`src/design/ftl_pkg.sv`:
```
// Shared types, codes and helpers of the log-block translation layer.
package ftl_pkg;

   localparam int MAX_PAGES       = 65536;
   localparam int MAX_DATA_BLOCKS = 4096;
   localparam int MAX_LOG_BLOCKS  = 64;
   localparam int PCT_BASE        = 100;
   localparam int NUM_REGS        = 6;

   // ceil(2^37 / PCT_BASE): exact quotient by reciprocal for 32-bit dividends
   localparam logic [30:0] PCT_RECIP = 31'h51EB851F;

   localparam logic [2:0] REG_PKG    = 3'd0;
   localparam logic [2:0] REG_DIE    = 3'd1;
   localparam logic [2:0] REG_PLANE  = 3'd2;
   localparam logic [2:0] REG_BLOCK  = 3'd3;
   localparam logic [2:0] REG_PAGE   = 3'd4;
   localparam logic [2:0] REG_OP     = 3'd5;

   localparam logic [2:0] OP_BLK   = 3'd0;
   localparam logic [2:0] OP_PKG   = 3'd1;
   localparam logic [2:0] OP_DIE   = 3'd2;
   localparam logic [2:0] OP_PLANE = 3'd3;
   localparam logic [2:0] OP_BLOCK = 3'd4;

   typedef struct packed {
      logic       accept;
      logic       clr;
      logic       clr_start;
      logic       div_start;
      logic [2:0] div_op;
      logic       init_state;
      logic       wmap_set;
      logic       claim;
      logic       cap_k;
      logic       append;
      logic       cap_slot;
      logic       dec_lba;
      logic       dec_base;
      logic       page_fix;
      logic       deliver;
      logic       fail;
   } ftl_cmd_type;

   typedef struct packed {
      logic cfg_wr;
      logic clr_done;
      logic div_done;
      logic req_type;
      logic written;
      logic in_range;
      logic blk_ok;
      logic d2l_valid;
      logic exhaust;
      logic fill_full;
      logic slot_valid;
      logic out_full;
   } ftl_stat_type;

   function automatic logic [10:0] clampv(input logic [10:0] v, input logic [10:0] hi);
      logic [10:0] r;
      if (v == 11'd0) r = 11'd1;
      else if (v > hi) r = hi;
      else r = v;
      return r;
   endfunction

endpackage

```
`src/design/ftl_ctrl.sv`:
```
// Controller: sequences clearing, geometry setup and each translation.
module ftl_ctrl
   import ftl_pkg::*;
(
   input  logic         clock,
   input  logic         reset,
   input  logic         req_tvalid,
   output logic         req_tready,
   input  ftl_stat_type stat,
   output ftl_cmd_type  cmd
);

   localparam logic [3:0] S_CLEAR = 4'd0;
   localparam logic [3:0] S_IDLE  = 4'd3;
   localparam logic [3:0] S_BLKS  = 4'd4;
   localparam logic [3:0] S_BLKW  = 4'd5;
   localparam logic [3:0] S_CHK   = 4'd6;
   localparam logic [3:0] S_WD2L  = 4'd7;
   localparam logic [3:0] S_WWAIT = 4'd8;
   localparam logic [3:0] S_WFILL = 4'd9;
   localparam logic [3:0] S_RD2L  = 4'd10;
   localparam logic [3:0] S_RWAIT = 4'd11;
   localparam logic [3:0] S_RSLOT = 4'd12;
   localparam logic [3:0] S_DS    = 4'd13;
   localparam logic [3:0] S_DW    = 4'd14;
   localparam logic [3:0] S_OUT   = 4'd15;

   localparam logic [1:0] RET_OUT = 2'd0;
   localparam logic [1:0] RET_RD  = 2'd1;
   localparam logic [1:0] RET_FIX = 2'd2;

   logic [3:0] state_ff, state_in;
   logic [1:0] ret_ff, ret_in;
   logic [1:0] dcnt_ff, dcnt_in;
   logic       fail_ff, fail_in;

   always_comb begin
      state_in = state_ff;
      ret_in   = ret_ff;
      dcnt_in  = dcnt_ff;
      fail_in  = fail_ff;
      cmd      = '0;
      if (stat.cfg_wr) begin
         cmd.clr_start = 1'b1;
         state_in      = S_CLEAR;
      end else begin
         unique case (state_ff)
            S_CLEAR: begin
               cmd.clr = 1'b1;
               if (stat.clr_done) begin
                  cmd.init_state = 1'b1;
                  state_in       = S_IDLE;
               end
            end
            S_IDLE: begin
               if (req_tvalid) begin
                  cmd.accept = 1'b1;
                  state_in   = S_BLKS;
               end
            end
            S_BLKS: begin
               cmd.div_start = 1'b1;
               cmd.div_op    = OP_BLK;
               state_in      = S_BLKW;
            end
            S_BLKW: begin
               if (stat.div_done) state_in = S_CHK;
            end
            S_CHK: begin
               dcnt_in = 2'd0;
               fail_in = 1'b0;
               if (!stat.in_range || (!stat.req_type && !stat.written)) begin
                  fail_in  = 1'b1;
                  state_in = S_OUT;
               end else if (!stat.req_type) begin
                  cmd.dec_lba = 1'b1;
                  ret_in      = RET_RD;
                  state_in    = S_DS;
               end else if (!stat.written) begin
                  cmd.wmap_set = 1'b1;
                  cmd.dec_lba  = 1'b1;
                  ret_in       = RET_OUT;
                  state_in     = S_DS;
               end else if (!stat.blk_ok) begin
                  fail_in  = 1'b1;
                  state_in = S_OUT;
               end else begin
                  state_in = S_WD2L;
               end
            end
            S_WD2L: begin
               if (stat.d2l_valid) begin
                  cmd.cap_k = 1'b1;
                  state_in  = S_WWAIT;
               end else if (stat.exhaust) begin
                  fail_in  = 1'b1;
                  state_in = S_OUT;
               end else begin
                  cmd.claim = 1'b1;
                  state_in  = S_WWAIT;
               end
            end
            S_WWAIT: state_in = S_WFILL;
            S_WFILL: begin
               if (stat.fill_full) begin
                  fail_in  = 1'b1;
                  state_in = S_OUT;
               end else begin
                  cmd.append   = 1'b1;
                  cmd.dec_base = 1'b1;
                  ret_in       = RET_FIX;
                  state_in     = S_DS;
               end
            end
            S_RD2L: begin
               if (stat.blk_ok && stat.d2l_valid) begin
                  cmd.cap_k = 1'b1;
                  state_in  = S_RWAIT;
               end else begin
                  state_in = S_OUT;
               end
            end
            S_RWAIT: state_in = S_RSLOT;
            S_RSLOT: begin
               if (stat.slot_valid) begin
                  cmd.cap_slot = 1'b1;
                  cmd.dec_base = 1'b1;
                  dcnt_in      = 2'd0;
                  ret_in       = RET_FIX;
                  state_in     = S_DS;
               end else begin
                  state_in = S_OUT;
               end
            end
            S_DS: begin
               cmd.div_start = 1'b1;
               cmd.div_op    = OP_PKG + {1'b0, dcnt_ff};
               state_in      = S_DW;
            end
            S_DW: begin
               if (stat.div_done) begin
                  if (dcnt_ff == 2'd3) begin
                     dcnt_in = 2'd0;
                     case (ret_ff)
                        RET_RD:  state_in = S_RD2L;
                        RET_FIX: begin
                           cmd.page_fix = 1'b1;
                           state_in     = S_OUT;
                        end
                        default: state_in = S_OUT;
                     endcase
                  end else begin
                     dcnt_in  = dcnt_ff + 2'd1;
                     state_in = S_DS;
                  end
               end
            end
            S_OUT: begin
               if (!stat.out_full) begin
                  cmd.deliver = 1'b1;
                  cmd.fail    = fail_ff;
                  state_in    = S_IDLE;
               end
            end
            default: state_in = S_CLEAR;
         endcase
      end
   end

   always_ff @(posedge clock) begin
      if (reset) begin
         state_ff <= S_CLEAR;
         ret_ff   <= RET_OUT;
         dcnt_ff  <= 2'd0;
         fail_ff  <= 1'b0;
      end else begin
         state_ff <= state_in;
         ret_ff   <= ret_in;
         dcnt_ff  <= dcnt_in;
         fail_ff  <= fail_in;
      end
   end

   assign req_tready = (state_ff == S_IDLE);

endmodule

```
`config.mk`:
```
export PLATFORM = sky130hd
export DESIGN_NAME = ftl_ctrl
export DESIGN_NICKNAME = d
export VERILOG_FILES = /design/src/design/ftl_pkg.sv /design/src/design/ftl_ctrl.sv
export SDC_FILE = /design/constraint.sdc
export NUM_CORES = 1
export LEC_CHECK = 0
export ABC_AREA = 1
export BUFFER_PORTS_ARGS = -buffer_cell sky130_fd_sc_hd__buf_2
export CAP_MARGIN = 30
export CORE_ASPECT_RATIO = 0.8
export CORE_MARGIN = 8
export CORE_UTILIZATION = 49
export CTS_BUF_LIST = sky130_fd_sc_hd__clkbuf_4 sky130_fd_sc_hd__clkbuf_8
export DETAILED_ROUTE_END_ITERATION = 10
export GPL_ROUTABILITY_DRIVEN = 0
export PLACE_DENSITY = 0.86
export SLEW_MARGIN = 10
export SYNTH_ARGS = -nofsm -noshare
export SYNTH_HDL_FRONTEND = slang
export SYNTH_SLANG_ARGS = --single-unit
export TNS_END_PERCENT = 20
```
`constraint.sdc`:
```
create_clock -name clock -period 2.3 [get_ports clock]
set_clock_uncertainty 0.05 [all_clocks]
set_input_delay 0.23 -clock clock [delete_from_list [all_inputs] [get_ports clock]]
set_output_delay 0.23 -clock clock [all_outputs]
set_load 0.02 [all_outputs]
```
==> results.txt <==
The flow ran to the end, and the final reports show no timing, DRC or antenna violations. The total congestion overflow after global routing is 0. Sequential cells were found to cover 18.4% of the synthesized design area. The HPWL after detailed placement is 2540 um. STA classifies the critical path endpoint as an output port. The power density relative to cell area came out at 330 nW/um^2. The number of distinct library cells after synthesis came out at 27. The share of total power dissipated in sequential elements is 42.0%. The fraction of power consumed by combinational cells is 22.7%. The mapped netlist covers 977 um^2.

Buffers added to address setup during post-CTS repair amount to 0. The final max-slew violation count is 0. STA puts the critical path data required time at 2.02 ns. The overall routing resource usage came out at 16.7%. The switching part of the total is 32.2%.

The synthesis-to-layout area growth came out at 21.4%. The clock slew seen by the registers of the worst setup and hold paths came out at 0.06 ns. The depth of the worst hold-timing path is 2. The die covers 3690 um^2. At the pin with the least slew margin, the transition time is 0.335 ns. In this run the vertical extent of the chip is 55.9 um.

The fraction of layout instances using a drive strength above 1 came out at 28.2%. The global-route track usage on met1 is 21.2%. The detail route stage leaves a number of antenna-violating nets equal to 0. The mean area per synthesized cell is 5.58 um^2.

The endpoint arrival time on the critical path came out at 1.77 ns. The synthesized net count is 192. The net switching power came out at 0.126 mW. The number of iterations in the first detailed-routing pass is 4. The synthesized design contains 9 register bits. The fraction of met2 tracks used by global routing came out at 26.7%. For the worst flop-to-flop path, the logic depth is 9. The utilization after layout came out at 63.3%.

Summed over all layers, the routed wires come to 3090 um. The kind of critical path is register to output port. The number of antenna violations at the first check in global routing came out at 0. STA classifies the critical path startpoint as a register. The starting density of the core is 52.1%. The Yosys step of the flow raised 0 warnings. The maximum vdd drop came out at 0.334 mV. The total number of vias came out at 1232.

The highest-utilization routing layer at the global route stage is met2. The maximum number of pins on one net before global-route repair is 14. After synthesis, the share of flip-flops with an asynchronous set or reset is 0%.

The die extent in x came out at 65.9 um. The number of top-level design ports is 34. The worst setup slack for register-to-register paths came out at 0.68 ns.

The detailed router finished its first iteration with 136 violations. The number of failing hold endpoints at the final stage came out at 0. The via count of the first global-routing pass is 1162. The final critical-path share of the clock period came out at 89.1%.

The number of instances resized during post-cts repair came out at 0. The max-slew headroom at the worst pin came out at 77.6%. The minimum clock period after layout is 2.05 ns.

The via density per instance is 5.29. The longest clock path from root to sink contains 2 buffers. The placeable core area came out at 1870 um^2. The clock group share of total power came out at 35.3%. In this run the critical register-to-register path is captured at ret_ff[1]. The highest clock frequency the design can meet is 0.488 GHz. The hold path startpoint is reset.

Summed over all failing endpoints, the final setup total negative slack is 0 ns. The number of nets in the finished design is 227. Internal power comes to 0.266 mW. The number of standard cells after synthesis is 175. Setup repair after global routing left no endpoint under its margin. The number of enable-type register cells in the synthesized netlist is 0. The repair_antennas step left the layout with diodes totalling 0.

In this run the worst path has a maximum fanout of 8. The path with the worst hold slack has its endpoint at ret_ff[0]. The worst hold path belongs to the class input port to register.

The dominant synthesized flop cell is sky130_fd_sc_hd__dfxtp_1. Setup violations remaining at the end of the flow were counted as 0. CTS built an H-tree with a depth of 1.

The clock latency reported for the late side of the worst-skew pair came out at 0.26 ns. The count of input and output buffers is 33. Counting the buffers created by CTS gives 3. The clock root buffer is sky130_fd_sc_hd__clkbuf_4. The global-route wire length before repair is 5050 um.

The number of DRC violations after detailed routing came out at 0. The routing usage on met3 is 3.22%. TritonCTS built the clock tree.

The number of clock sinks is 9. The number of rows in the core area is 14. The number of maximum-capacitance violations is 0. In this run the critical register-to-register path is launched from state_ff[2].

The cell leakage power is 0.661 nW. In this run, post-CTS hold repair placed 0 buffers. In the final routed layout, each cell accounts on average for 13.2 um.
==> layout by cell type, fill, tap and decap left out, drive strengths merged <==
cell type | Yosys | final
nand2 | 53 | 53
buf | 2 | 33
nor3b | 1 | 1
clkbuf | 1 | 4
dfxtp | 9 | 9
o31ai | 1 | 1
nor3 | 5 | 5
nand3 | 13 | 13
nor4 | 3 | 3
ha | 2 | 2
inv | 30 | 30
nand4 | 1 | 1
o21ai | 12 | 12
a21oi | 11 | 11
and2 | 1 | 1
nor2 | 30 | 30
==> cell families (layout without fill, tap and decap cells) <==
kind of cell             Yosys count  in the layout  share of synthesized area (%)
flip-flops                         9              9                           18.4
AND/OR/NAND/NOR                  107            107                           52.1
buffers and inverters             33             67                           13.2
adder cells (fa/ha/maj)            2              2                           2.56
AO/OA/AOI/OAI                     24             24                           13.7
==> through the flow <==
step | hold WS, ns | instances | worst slack (ns) | cell area [um^2] | power (mW)
CTS | 0.0783 | 233 | 0.286 | 1190 | 0.393
detailed placement | 0.355 | 229 | 0.579 | 1160 | 0.256
finish | 0.0847 | 233 | 0.250 | 1190 | 0.392
floorplan | 0.242 | 175 | 0.596 | 977 | 0.222
global route | 0.0866 | 233 | 0.130 | 1190 | 0.413
global placement | 0.354 | 229 | 0.640 | 1160 | 0.251
==> layout make-up <==
type                            count  area, um^2
Tap cell                           24        30.0
Multi-Input combinational cell    133         668
Sequential cell                     9         180
Inverter                           30         113
Clock buffer                        4        30.0
Fill cell                         198         688
Timing Repair Buffer               33         165
==> worst max-delay path by stage <==
stage | startpoint | endpoint | slack [ns] | depth (start not counted)
3_5_place_dp | state_ff[2] | cmd[3] | 0.58 | 7
6_report | state_ff[2] | cmd[3] | 0.25 | 8
3_3_place_gp | state_ff[0] | cmd[3] | 0.64 | 9
4_1_cts | state_ff[2] | cmd[3] | 0.29 | 8
2_1_floorplan | state_ff[2] | cmd[2] | 0.60 | 5
5_1_grt | state_ff[0] | cmd[3] | 0.13 | 9
==> routing by layer <==
metal | share of wire [%] | wire [um] | vias to the layer above
met5 | 0 | 0 | -
met4 | 0.81 | 25 | 0
met3 | 7.9 | 245 | 4
met2 | 47 | 1440 | 46
met1 | 44 | 1370 | 565
li1 | - | - | 617
==> Yosys cell counts, types with 2 or more instances <==
cell type / instances / share of area, %
sky130_fd_sc_hd__nand3_1: 12 / 6.1
sky130_fd_sc_hd__inv_2: 3 / 1.2
sky130_fd_sc_hd__nor4_1: 3 / 1.9
sky130_fd_sc_hd__nand2_2: 6 / 3.8
sky130_fd_sc_hd__o21ai_0: 7 / 3.6
sky130_fd_sc_hd__nand2_1: 47 / 18
sky130_fd_sc_hd__nor2_1: 23 / 8.8
sky130_fd_sc_hd__a21oi_1: 10 / 5.1
sky130_fd_sc_hd__inv_1: 27 / 10
sky130_fd_sc_hd__o21ai_1: 3 / 1.5
sky130_fd_sc_hd__nor2_4: 3 / 3.5
sky130_fd_sc_hd__o21ai_2: 2 / 1.8
sky130_fd_sc_hd__nor2_2: 4 / 2.6
sky130_fd_sc_hd__ha_1: 2 / 2.6
sky130_fd_sc_hd__dfxtp_1: 9 / 18
sky130_fd_sc_hd__nor3_1: 3 / 1.5
==> worst max-delay path, stage by stage (launching register included) <==
cell and delay [ns]:
sky130_fd_sc_hd__dfxtp_1 0.52, sky130_fd_sc_hd__nand2_1 0.17, sky130_fd_sc_hd__nor2_2 0.24, sky130_fd_sc_hd__nand2_1 0.14, sky130_fd_sc_hd__o21ai_2 0.08, sky130_fd_sc_hd__inv_2 0.03, sky130_fd_sc_hd__nand2_1 0.11, sky130_fd_sc_hd__a21oi_1 0.05
sky130_fd_sc_hd__buf_2 0.16
==> power groups by stage <==
stage	clock [mW]	combinational, mW	sequential, mW
5_1_grt	0.149	0.0989	0.165
2_1_floorplan	0	0.0555	0.166
6_report	0.138	0.0890	0.165
3_3_place_gp	0	0.0838	0.168
4_1_cts	0.140	0.0880	0.165
3_5_place_dp	0	0.0877	0.168
==> flip-flops by register name (all words and copies together) (netlist names) <==
name      count
state_ff      4
ret_ff        2
dcnt_ff       2
fail_ff       1
Power figures use the tool's default switching activity.
